[src/rtl/core/mact_pkg.sv]
// Shared types, widths and codes for the moving-average crossover trader.
`timescale 1ns / 1ps
`default_nettype none

package mact_pkg;

    localparam int PRICE_W   = 32;
    localparam int CAP_W     = 56;
    localparam int WIN_W     = 7;
    localparam int DAY_W     = 32;
    localparam int RET_W     = 32;
    localparam int EV_W      = 2;
    localparam int CFG_IDX_W = 2;

    // Divider geometry: remainder, divisor and quotient all fit in CAP_W bits.
    localparam int DIV_W     = CAP_W;
    localparam int STEP_W    = 6;
    localparam int HALF_W    = 28;
    localparam int MULP_W    = HALF_W + PRICE_W;
    localparam int D100_W    = 63;

    localparam logic [STEP_W-1:0] DIV_STEPS_BUY = 6'd56;
    localparam logic [STEP_W-1:0] DIV_STEPS_RET = 6'd32;

    localparam logic [CAP_W-1:0] CAP_MAX     = {CAP_W{1'b1}};
    localparam logic [DAY_W-1:0] DAY_MAX     = {DAY_W{1'b1}};
    localparam logic [RET_W-1:0] RET_POS_MAX = 32'h7FFF_FFFF;
    localparam logic [RET_W-1:0] RET_NEG_MAX = 32'h8000_0000;

    // Configuration register indexes.
    localparam logic [CFG_IDX_W-1:0] CFG_SHORT_WINDOW    = 2'd0;
    localparam logic [CFG_IDX_W-1:0] CFG_LONG_WINDOW     = 2'd1;
    localparam logic [CFG_IDX_W-1:0] CFG_INITIAL_CAPITAL = 2'd2;

    localparam logic [WIN_W-1:0] RST_SHORT_WINDOW    = 7'd20;
    localparam logic [WIN_W-1:0] RST_LONG_WINDOW     = 7'd50;
    localparam logic [CAP_W-1:0] RST_INITIAL_CAPITAL = 56'd6553600000;

    typedef enum logic [EV_W-1:0] {
        EV_NONE = 2'd0,
        EV_BUY  = 2'd1,
        EV_SELL = 2'd2
    } event_t;

    typedef enum logic [3:0] {
        ST_IDLE,
        ST_SUM,
        ST_MUL,
        ST_DECIDE,
        ST_BUY_WAIT,
        ST_VAL_LO,
        ST_VAL_HI,
        ST_VAL_SUM,
        ST_RET_PREP,
        ST_RET_DIV,
        ST_RET_WAIT,
        ST_OUT
    } ctrl_state_t;

    typedef struct packed {
        logic load;
        logic sum_run;
        logic mul;
        logic buy_start;
        logic buy_commit;
        logic val_lo;
        logic val_hi;
        logic val_sum;
        logic sell_commit;
        logic ret_prep;
        logic ret_start;
        logic ret_fin;
        logic out_load;
    } ctrl_cmd_t;

    typedef struct packed {
        logic sum_done;
        logic go_buy;
        logic go_sell;
        logic last;
        logic holding;
        logic div_busy;
        logic out_free;
    } dp_status_t;

endpackage

`default_nettype wire

[src/rtl/core/mact_ctrl.sv]
// Controller state machine sequencing one price word through the datapath.
`timescale 1ns / 1ps
`default_nettype none

module mact_ctrl (
    input  wire logic                 aclk,
    input  wire logic                 aresetn,
    input  wire logic                 s_valid,
    output logic                      s_ready,
    input  wire mact_pkg::dp_status_t status,
    output mact_pkg::ctrl_cmd_t       cmd
);
    import mact_pkg::*;

    ctrl_state_t state_reg, state_next;

    always_ff @(posedge aclk) begin
        if (!aresetn) begin
            state_reg <= ST_IDLE;
        end else begin
            state_reg <= state_next;
        end
    end

    always_comb begin
        state_next = state_reg;
        cmd        = '0;
        s_ready    = 1'b0;
        unique case (state_reg)
            ST_IDLE: begin
                s_ready = 1'b1;
                if (s_valid) begin
                    cmd.load   = 1'b1;
                    state_next = ST_SUM;
                end
            end
            ST_SUM: begin
                cmd.sum_run = 1'b1;
                if (status.sum_done) begin
                    state_next = ST_MUL;
                end
            end
            ST_MUL: begin
                cmd.mul    = 1'b1;
                state_next = ST_DECIDE;
            end
            ST_DECIDE: begin
                priority if (status.go_buy) begin
                    cmd.buy_start = 1'b1;
                    state_next    = ST_BUY_WAIT;
                end else if (status.go_sell) begin
                    state_next = ST_VAL_LO;
                end else if (status.last) begin
                    state_next = status.holding ? ST_VAL_LO : ST_RET_PREP;
                end else begin
                    state_next = ST_OUT;
                end
            end
            ST_BUY_WAIT: begin
                if (!status.div_busy) begin
                    cmd.buy_commit = 1'b1;
                    state_next     = status.last ? ST_VAL_LO : ST_OUT;
                end
            end
            ST_VAL_LO: begin
                cmd.val_lo = 1'b1;
                state_next = ST_VAL_HI;
            end
            ST_VAL_HI: begin
                cmd.val_hi = 1'b1;
                state_next = ST_VAL_SUM;
            end
            ST_VAL_SUM: begin
                cmd.val_sum = 1'b1;
                if (status.go_sell) begin
                    cmd.sell_commit = 1'b1;
                    state_next      = status.last ? ST_RET_PREP : ST_OUT;
                end else begin
                    state_next = ST_RET_PREP;
                end
            end
            ST_RET_PREP: begin
                cmd.ret_prep = 1'b1;
                state_next   = ST_RET_DIV;
            end
            ST_RET_DIV: begin
                cmd.ret_start = 1'b1;
                state_next    = ST_RET_WAIT;
            end
            ST_RET_WAIT: begin
                if (!status.div_busy) begin
                    cmd.ret_fin = 1'b1;
                    state_next  = ST_OUT;
                end
            end
            ST_OUT: begin
                if (status.out_free) begin
                    cmd.out_load = 1'b1;
                    state_next   = ST_IDLE;
                end
            end
            default: begin
                state_next = ST_IDLE;
            end
        endcase
    end

endmodule

`default_nettype wire

[config.mk]
export PLATFORM = sky130hd
export DESIGN_NAME = mact_ctrl
export DESIGN_NICKNAME = d
export VERILOG_FILES = /design/src/rtl/core/mact_pkg.sv /design/src/rtl/core/mact_ctrl.sv
export SDC_FILE = /design/constraint.sdc
export NUM_CORES = 1
export LEC_CHECK = 0
export BUFFER_PORTS_ARGS = -buffer_cell sky130_fd_sc_hd__buf_2
export CAP_MARGIN = 15
export CORE_AREA = 2 2 39 41
export CTS_CLUSTER_SIZE = 20
export DETAILED_ROUTE_END_ITERATION = 7
export DIE_AREA = 0 0 41 43
export PLACE_DENSITY_LB_ADDON = 0.3
export SLEW_MARGIN = 0
export SYNTH_ARGS = -nofsm -noshare
export SYNTH_HDL_FRONTEND = slang
export SYNTH_SLANG_ARGS = --single-unit
[constraint.sdc]
create_clock -name aclk -period 1.5 [get_ports aclk]
set_input_delay 0.375 -clock aclk [delete_from_list [all_inputs] [get_ports aclk]]
set_output_delay 0.375 -clock aclk [all_outputs]
set_load 0.05 [all_outputs]
==> results of run 1 <==
[final timing paths]
kind	slack, ns	end	from	cells after the start
worst max-delay path	-0.20	cmd[12]	state_reg[3]$_SDFFE_PN0P_	3
worst max register to register	0.01	state_reg[2]$_SDFFE_PN0P_	state_reg[3]$_SDFFE_PN0P_	5
worst min register to register	0.79	state_reg[1]$_SDFFE_PN0P_	state_reg[1]$_SDFFE_PN0P_	3
worst min-delay path	0.43	state_reg[0]$_SDFFE_PN0P_	aresetn	3
[layout make-up]
class	count	area [um^2]	share of cell area, %
repair buffers	46	427	37.1
inverters	5	18.8	1.63
clock buffers	3	22.5	1.96
well taps	16	20.0	1.74
flip-flops and latches	4	95.1	8.28
multi-input cells	64	566	49.2
[worst max-delay path, stage by stage, from the launching register on]
cell and delay (ns):
dfxtp_4 0.38, nor4_4 0.34, and2_4 0.20, buf_8 0.14
[power breakdown]
| group | switching, mW | internal (mW) |
|---|---|---|
| logic | 0.875 | 0.753 |
| registers | 0.0847 | 0.161 |
| clock network | 0.0596 | 0.0905 |
[per-stage QoR]
stage	instances	hold slack, ns	utilization [%]	setup TNS [ns]
floorplan	79	0.489	-	-1.54
finish	138	0.425	83.0	-1.55
global placement	132	0.668	68.9	-0.311
CTS	136	0.428	80.8	-1.58
detailed placement	132	0.677	68.9	-0.529
global route	138	0.429	83.0	-2.03
[cell families after synthesis]
kind of cell,count (synthesis),share of synthesized area (%)
AO/OA/AOI/OAI,16,22.4
buffers and inverters,11,12.1
flip-flops,4,15.0
AND/OR/NAND/NOR,48,50.5
[metal layers]
metal	GRT usage, %	wire, um	vias up
met4	14.7	63	0
met2	42.5	1070	39
met3	5.24	133	7
met1	36.2	839	350
met5	0	0	-
li1	-	-	371
[cell usage in the layout, fill, tap and decap left out, types with 5 or more instances in the layout]
cell     netlist  routed
inv_1          5       5
buf_4          2      16
buf_6          2      17
nor3_4         0       6
buf_2          1       9
nor2_1         9       5
nand2_1        7       6
[repair_timing]
item	in CTS	in global routing
hold endpoints to repair	0	0
setup endpoints to repair	18	17
cloned	0	0
setup buffers	1	2
pin swaps	2	3
gates resized for setup	42	4
==> out/metrics.yaml, run 1 <==
status: "finished, violations left"
failed_checks: "setup timing"
dieArea_um2: 1760
postSynthNetCount: 89
setup_ws_ns: -0.197
synthCells: 79
power_mw: 2.02
ys.warnings.count: 0
ctsHoldBuffers: 0
dr.pass1.iters: 4
relSlewSlack_pct: 81.0
wl_per_cell_um: 15.3
slew_viol_final: 0
ir_drop_mv: 1.26
fin_area_um2: 1150
dieWidth_um: 41
tightest_slew_ns: 0.283
synth_area_leaders: "dfxtp_1 15%, nor3_1 9.3%, nor2_1 6.3%"
finalHoldViolations: 0
rows: 14
area_growth_syn_to_layout_pct: 114
clockBufferDepth: 2
die_height_um: 43
grt-ovfl-total: 0
routed_wl_um: 2110
ys_seq_area_share_pct: 15.0
diodes: 0
async_reset_ff_share_pct: 0
preCtsSetupSlack_ns: -0.0739
vias_per_cell: 5.56
fmax_mhz: 589
synthTopCellsByCount: "10 x nor3_1, 9 x nor2_1, 7 x nand2_1"
dp_hpwl_um: 1430
period_needed_ns: 1.70
htreeDepth: 1
leakagePower_nw: 0.455
worstPathRequired_ns: 1.12
yosysUniqueCellTypes: 33
layout-drive-gt1-share_pct: 62.3
maxCapViolCount: 0
grt_usage_pct: 28.2
io_buffers: 23
synthDominantAreaCellType: "dfxtp_1"
grt_pass1_vias: 716
synth_top_area_share_pct: 15.0
cts_buffers: 3
fillers: 87
finalClockSkew_ns: 0.0176
rsz0062_at_grt: "true"
grt_pass1_wl_um: 3270
antenna_found_initial: 0
layout.nets: 134
largest_register_ffs: 4
post_dp_cell_area_um2: 953
synth-seq-cells: 4
clk_pin_slew_ns: 0.05
core_area_um2: 1380
hold_class: "input pin to flop"
worstSetupEndpointType: "primary output"
final_antenna_net_count: 0
root_buffer: "clkbuf_4"
drcViolationCount: 0
first_iter_violations: 34
yosysMostFrequentCell: "nor3_1"
num_vias: 767
critPathLaunchType: "flop"
start_util_pct: 38.7
pin_count: 24
clock-sinks: 4
clk_latency_ns: 0.26
worstSetupPathType: "flop to primary output"
period_share_pct: 113
grt_max_degree: 10
cts_tree: "built"
synth-main-ff-cell: "dfxtp_1"
power_density_nw_per_um2: 1760
arrival_ns: 1.32
netlist_area_um2: 536
postSynthAreaPerCell_um2: 6.78
synth_enable_flop_cells: 0
setup_viol: 14
worstPathMaxFanout: 7
place_congestion: 0.850
Power figures use the tool's default switching activity.
==> run 2, diff against run 1 <==
--- a/config.mk
+++ b/config.mk
@@ -11,6 +11,7 @@
 export CTS_CLUSTER_SIZE = 20
 export DETAILED_ROUTE_END_ITERATION = 7
 export DIE_AREA = 0 0 41 43
+export GPL_TIMING_DRIVEN = 0
 export PLACE_DENSITY_LB_ADDON = 0.3
 export SLEW_MARGIN = 0
 export SYNTH_ARGS = -nofsm -noshare
==> run 2 against run 1 <==
  * The run still ends with setup timing left
  * Global-route usage is 1.9 points higher
  * Total power is 12% higher
  * First-iteration DRC count is 12% lower
  * Critical path depth stayed put
  * Flip-flop and latch count stayed put
  * Wire length is 16% higher
  * Worst hold slack better by 0.033 ns
  * Cell count is 1.4% lower
  * Die area stayed put
  * Clock power is 5% lower
  * Worst setup slack better by 0.041 ns
  * Clock-buffer cell count stayed put
  * Largest cell class unchanged
  * Highest routed layer unchanged
==> out/metrics.yaml, run 2 (synthesis results as in run 1) <==
slew_viol_final: 0  # unchanged
reg2reg_from: "state_reg[1]$_SDFFE_PN0P_"
routed_wl_um: 2450  # +16%
layout.nets: 132  # -1.5%
dieArea_um2: 1760  # unchanged
antenna_found_initial: 0  # unchanged
diodes: 0  # unchanged
critPathLaunchType: "flop"
failed_checks: "setup timing"
worstPathMaxFanout: 6  # -1
grt-ovfl-total: 0  # unchanged
fmax_mhz: 604  # +2.5%
power_density_nw_per_um2: 1890  # +7.1%
r2r_slack_ns: 0.03  # +0.02 ns
die_height_um: 43  # unchanged
tightest_slew_ns: 0.365  # +0.0817 ns
rsz0062_at_grt: "true"
min_delay_path_depth: 3  # unchanged
area_growth_syn_to_layout_pct: 124
io_buffers: 23  # unchanged
clock-sinks: 4  # unchanged
setup_ws_ns: -0.156  # +0.0407 ns
start_util_pct: 38.7  # unchanged
holdWs_ns: 0.458  # +0.0327 ns
root_buffer: "clkbuf_4"
hold_class: "input pin to flop"
cts_tree: "built"
htreeDepth: 1  # unchanged
relSlewSlack_pct: 75.6  # -5.4 points
worstSetupPathType: "flop to primary output"
setup_viol: 14  # unchanged
ir_drop_mv: 1.35  # +6.8%
clockBufferDepth: 2  # unchanged
r2r_end: "state_reg[3]$_SDFFE_PN0P_"
power_mw: 2.26  # +12%
grt_pass1_wl_um: 3640  # +11%
wl_per_cell_um: 18.0  # +18%
layout-drive-gt1-share_pct: 64.2  # +1.9 points
core_area_um2: 1380  # unchanged
dr.pass1.iters: 4  # unchanged
finalClockSkew_ns: 0.00111  # -0.0165 ns
dp_hpwl_um: 1180  # -17%
first_iter_violations: 30  # -12%
min-delay-start: "aresetn"
rows: 14  # unchanged
largest_register_ffs: 4  # unchanged
cts_buffers: 3  # unchanged
r2r_cells: 5  # unchanged
final-seq-area_um2: 95.1  # unchanged
grt_max_degree: 8  # -2
period_needed_ns: 1.66  # -0.0407 ns
final_antenna_net_count: 0  # unchanged
finalHoldViolations: 0  # unchanged
pin_count: 24  # unchanged
status: "finished, violations left"
period_share_pct: 110  # -2.7 points
place_congestion: 0.790  # -7.0%
leakagePower_nw: 0.463  # +1.9%
clk_pin_slew_ns: 0.04  # about the same
worstSetupEndpointType: "primary output"
vias_per_cell: 5.92  # +6.5%
hold_end: "state_reg[0]$_SDFFE_PN0P_"
maxCapViolCount: 0  # unchanged
fillers: 62  # -29%
grt_usage_pct: 30.1  # +1.9 points
worstPathRequired_ns: 1.12  # about the same
grt_pass1_vias: 754  # +5.3%
layout_common_cells: "13 x buf_6, 13 x buf_4, 10 x buf_2"
multiInputGateArea_um2: 603  # +6.6%
num_vias: 805  # +5.0%
dieWidth_um: 41  # unchanged
ctsHoldBuffers: 0  # unchanged
clk_latency_ns: 0.24  # -0.02 ns
drcViolationCount: 0  # unchanged
arrival_ns: 1.28  # -0.04 ns
[run 2: layer usage]
layer	global-route usage, %	vias up	wire, um
met1	40.5	392	1020
met3	7.85	4	174
met2	47.8	39	1210
met4	4.00	0	44
met5	0	-	0
li1	-	370	-
[run 2: how the worst max path moves through the flow]
stage	slack, ns	depth (start not counted)	to	start
after floorplan	-0.38	3	cmd[12]	state_reg[3]$_SDFFE_PN0P_
after global placement	-0.23	5	cmd[9]	state_reg[1]$_SDFFE_PN0P_
after detailed placement	-0.26	5	cmd[4]	state_reg[1]$_SDFFE_PN0P_
after CTS	-0.18	4	cmd[8]	state_reg[3]$_SDFFE_PN0P_
after global routing	-0.19	3	cmd[11]	state_reg[0]$_SDFFE_PN0P_
final	-0.16	3	cmd[9]	state_reg[0]$_SDFFE_PN0P_
[run 2: per-stage QoR]
stage	std cells	setup TNS (ns)	cell area (um^2)	setup slack, ns	utilization [%]
floorplan	79	-1.54	699	-0.375	-
global placement	118	-1.56	835	-0.233	60.3
detailed placement	118	-1.75	835	-0.259	60.3
CTS	135	-1.75	1160	-0.177	83.9
global route	136	-2.02	1200	-0.191	86.5
finish	136	-1.53	1200	-0.156	86.5
[run 2: final cells by class]
cell class              instances  share of cell area, %
inverters                       5                   1.57
well taps                      16                   1.67
repair buffers                 40                   29.5
flip-flops and latches          4                   7.94
clock buffers                   3                   1.88
plain buffers                   4                   7.11
multi-input cells              64                   50.4
[run 2: where the power goes]
part | total (mW) | internal [mW] | leakage [nW] | switching (mW)
clock | 0.143 | 0.0901 | 0.0138 | 0.0532
sequential | 0.239 | 0.161 | 0.0356 | 0.0782
combinational | 1.88 | 0.895 | 0.414 | 0.982
total | 2.26 | 1.15 | 0.463 | 1.11
[run 2: what timing repair did]
action,CTS,global route
gates cloned,2,0
setup buffers,12,3
setup endpoints to repair,15,17
pin swaps,5,7
resized for setup,54,7
[run 2: worst max-delay path, stage by stage (launching register included)]
cell and delay [ns]:
dfxtp_4 0.38, or2b_4 0.35, nor3_4 0.13, buf_6 0.18
==> run 3, diff against run 2 <==
--- a/config.mk
+++ b/config.mk
@@ -12,7 +12,7 @@
 export DETAILED_ROUTE_END_ITERATION = 7
 export DIE_AREA = 0 0 41 43
 export GPL_TIMING_DRIVEN = 0
-export PLACE_DENSITY_LB_ADDON = 0.3
+export PLACE_DENSITY = 0.71
 export SLEW_MARGIN = 0
 export SYNTH_ARGS = -nofsm -noshare
 export SYNTH_HDL_FRONTEND = slang
==> run 3 against run 2 <==
  * The run still ends with setup timing left
  * Worst setup slack worse by 0.090 ns
  * Critical endpoint is now cmd[12]
  * Critical path type unchanged
  * Non-clock buffer count unchanged
  * Sequential power is 14% lower
  * Clock power is 5% lower
==> out/metrics.yaml, run 3 (synthesis results as in run 1) <==
holdWs_ns: 0.457  # -0.000975 ns
final-seq-area_um2: 88.8  # -6.6%
layout.cells.non_filler: 136  # unchanged
layout.nets: 132  # unchanged
root_buffer: "clkbuf_4"
critPathLaunchType: "flop"
grt_pass1_vias: 774  # +2.7%
rows: 14  # unchanged
clk_pin_slew_ns: 0.04  # about the same
finalClockSkew_ns: 0.00295  # +0.00184 ns
arrival_ns: 1.37  # +0.09 ns
r2r_slack_ns: -0.12  # -0.15 ns
power_density_nw_per_um2: 1870  # -0.72%
hold_class: "input pin to flop"
dr.pass1.iters: 4  # unchanged
io_buffers: 23  # unchanged
htreeDepth: 1  # unchanged
grt_pass1_wl_um: 3710  # +2.1%
post_dp_cell_area_um2: 835  # unchanged
ir_drop_mv: 1.34  # -0.44%
grt-ovfl-total: 0  # unchanged
cts_buffers: 3  # unchanged
wl_per_cell_um: 20.9  # +16%
reg2reg_from: "state_reg[3]$_SDFFE_PN0P_"
layout_common_cells: "18 x buf_6, 10 x buf_4, 9 x buf_2"
worstPathMaxFanout: 6  # unchanged
tightest_slew_ns: 0.409  # +0.0440 ns
routed_wl_um: 2850  # +16%
fillers: 47  # -24%
cts_tree: "built"
dieArea_um2: 1760  # unchanged
slew_viol_final: 0  # unchanged
die_height_um: 43  # unchanged
setup_viol: 18  # +4
grt_max_degree: 11  # +3
worstSetupPathType: "flop to primary output"
start_util_pct: 38.7  # unchanged
place_congestion: 0.774  # -2.1%
relSlewSlack_pct: 72.6  # -2.9 points
multiInputGateArea_um2: 648  # +7.5%
period_needed_ns: 1.75  # +0.0904 ns
failed_checks: "setup timing"
area_growth_syn_to_layout_pct: 135
largest_register_ffs: 4  # unchanged
preCtsSetupSlack_ns: -0.250  # +0.00847 ns
layout.cells.most_common: "buf_6"
vias_per_cell: 6.29  # +6.2%
antenna_found_initial: 0  # unchanged
period_share_pct: 116  # +6.0 points
num_vias: 855  # +6.2%
power_mw: 2.35  # +4.2%
hold_end: "state_reg[0]$_SDFFE_PN0P_"
worstSetupEndpointType: "primary output"
dp.cells: 118  # unchanged
status: "finished, violations left"
min-delay-start: "aresetn"
layout-drive-gt1-share_pct: 67.5  # +3.3 points
pin_count: 24  # unchanged
dieWidth_um: 41  # unchanged
rsz0062_at_grt: "true"
drcViolationCount: 0  # unchanged
dp_hpwl_um: 1170  # -0.86%
fin_area_um2: 1260  # +4.9%
leakagePower_nw: 0.491  # +6.0%
fmax_mhz: 573  # -5.2%
r2r_end: "state_reg[1]$_SDFFE_PN0P_"
r2r_cells: 7  # +2
worstPathRequired_ns: 1.12  # about the same
finalHoldViolations: 0  # unchanged
setup_tns_ns: -2.64  # -1.11 ns
fin_util_pct: 90.8  # +4.2 points
setup_ws_ns: -0.247  # -0.0904 ns
clock-sinks: 4  # unchanged
clockBufferDepth: 2  # unchanged
diodes: 0  # unchanged
grt_usage_pct: 31.0  # +0.87 points
first_iter_violations: 49  # +63%
final_antenna_net_count: 0  # unchanged
clk_latency_ns: 0.24  # about the same
min_delay_path_depth: 3  # unchanged
core_area_um2: 1380  # unchanged
maxCapViolCount: 0  # unchanged
## run 3: cell type report
cell class / instances / share of cell area (%)
plain buffers: 6 / 8.57
repair buffers: 38 / 27.9
well taps: 16 / 1.59
clock buffers: 3 / 1.79
inverters: 5 / 1.49
flip-flops and latches: 4 / 7.07
multi-input cells: 64 / 51.6
## run 3: how the worst max path moves through the flow
stage	end	cells past startpoint	start
CTS	cmd[12]	4	state_reg[1]$_SDFFE_PN0P_
global route	cmd[12]	4	state_reg[3]$_SDFFE_PN0P_
detailed placement	cmd[9]	5	state_reg[1]$_SDFFE_PN0P_
global placement	cmd[9]	5	state_reg[1]$_SDFFE_PN0P_
finish	cmd[12]	4	state_reg[3]$_SDFFE_PN0P_
floorplan	cmd[12]	3	state_reg[3]$_SDFFE_PN0P_
## run 3: timing repair
action	4_1_cts	5_1_grt
gates resized for setup	54	14
buffers inserted	10	7
hold buffers	0	0
setup endpoints to repair	15	18
hold endpoints to repair	0	0
pin swaps	9	12
## run 3: critical path: stages (launching register included)
cell and delay, ns:
dfxtp_1 0.30, buf_6 0.14, nor4_4 0.34, and2_4 0.21
buf_8 0.14
## run 3: power breakdown
| part | switching, mW | total, mW | internal (mW) | leakage, nW |
|---|---|---|---|---|
| sequential | 0.0511 | 0.205 | 0.154 | 0.0345 |
| combinational | 1.09 | 2.01 | 0.922 | 0.443 |
| clock | 0.0464 | 0.136 | 0.0896 | 0.0138 |
| total | 1.19 | 2.35 | 1.17 | 0.491 |
## run 3: per-layer routing
metal	global-route usage, %	wire length (um)
met1	41.1	1110
met2	47.2	1400
met3	5.24	206
met4	13.3	133
met5	0	0
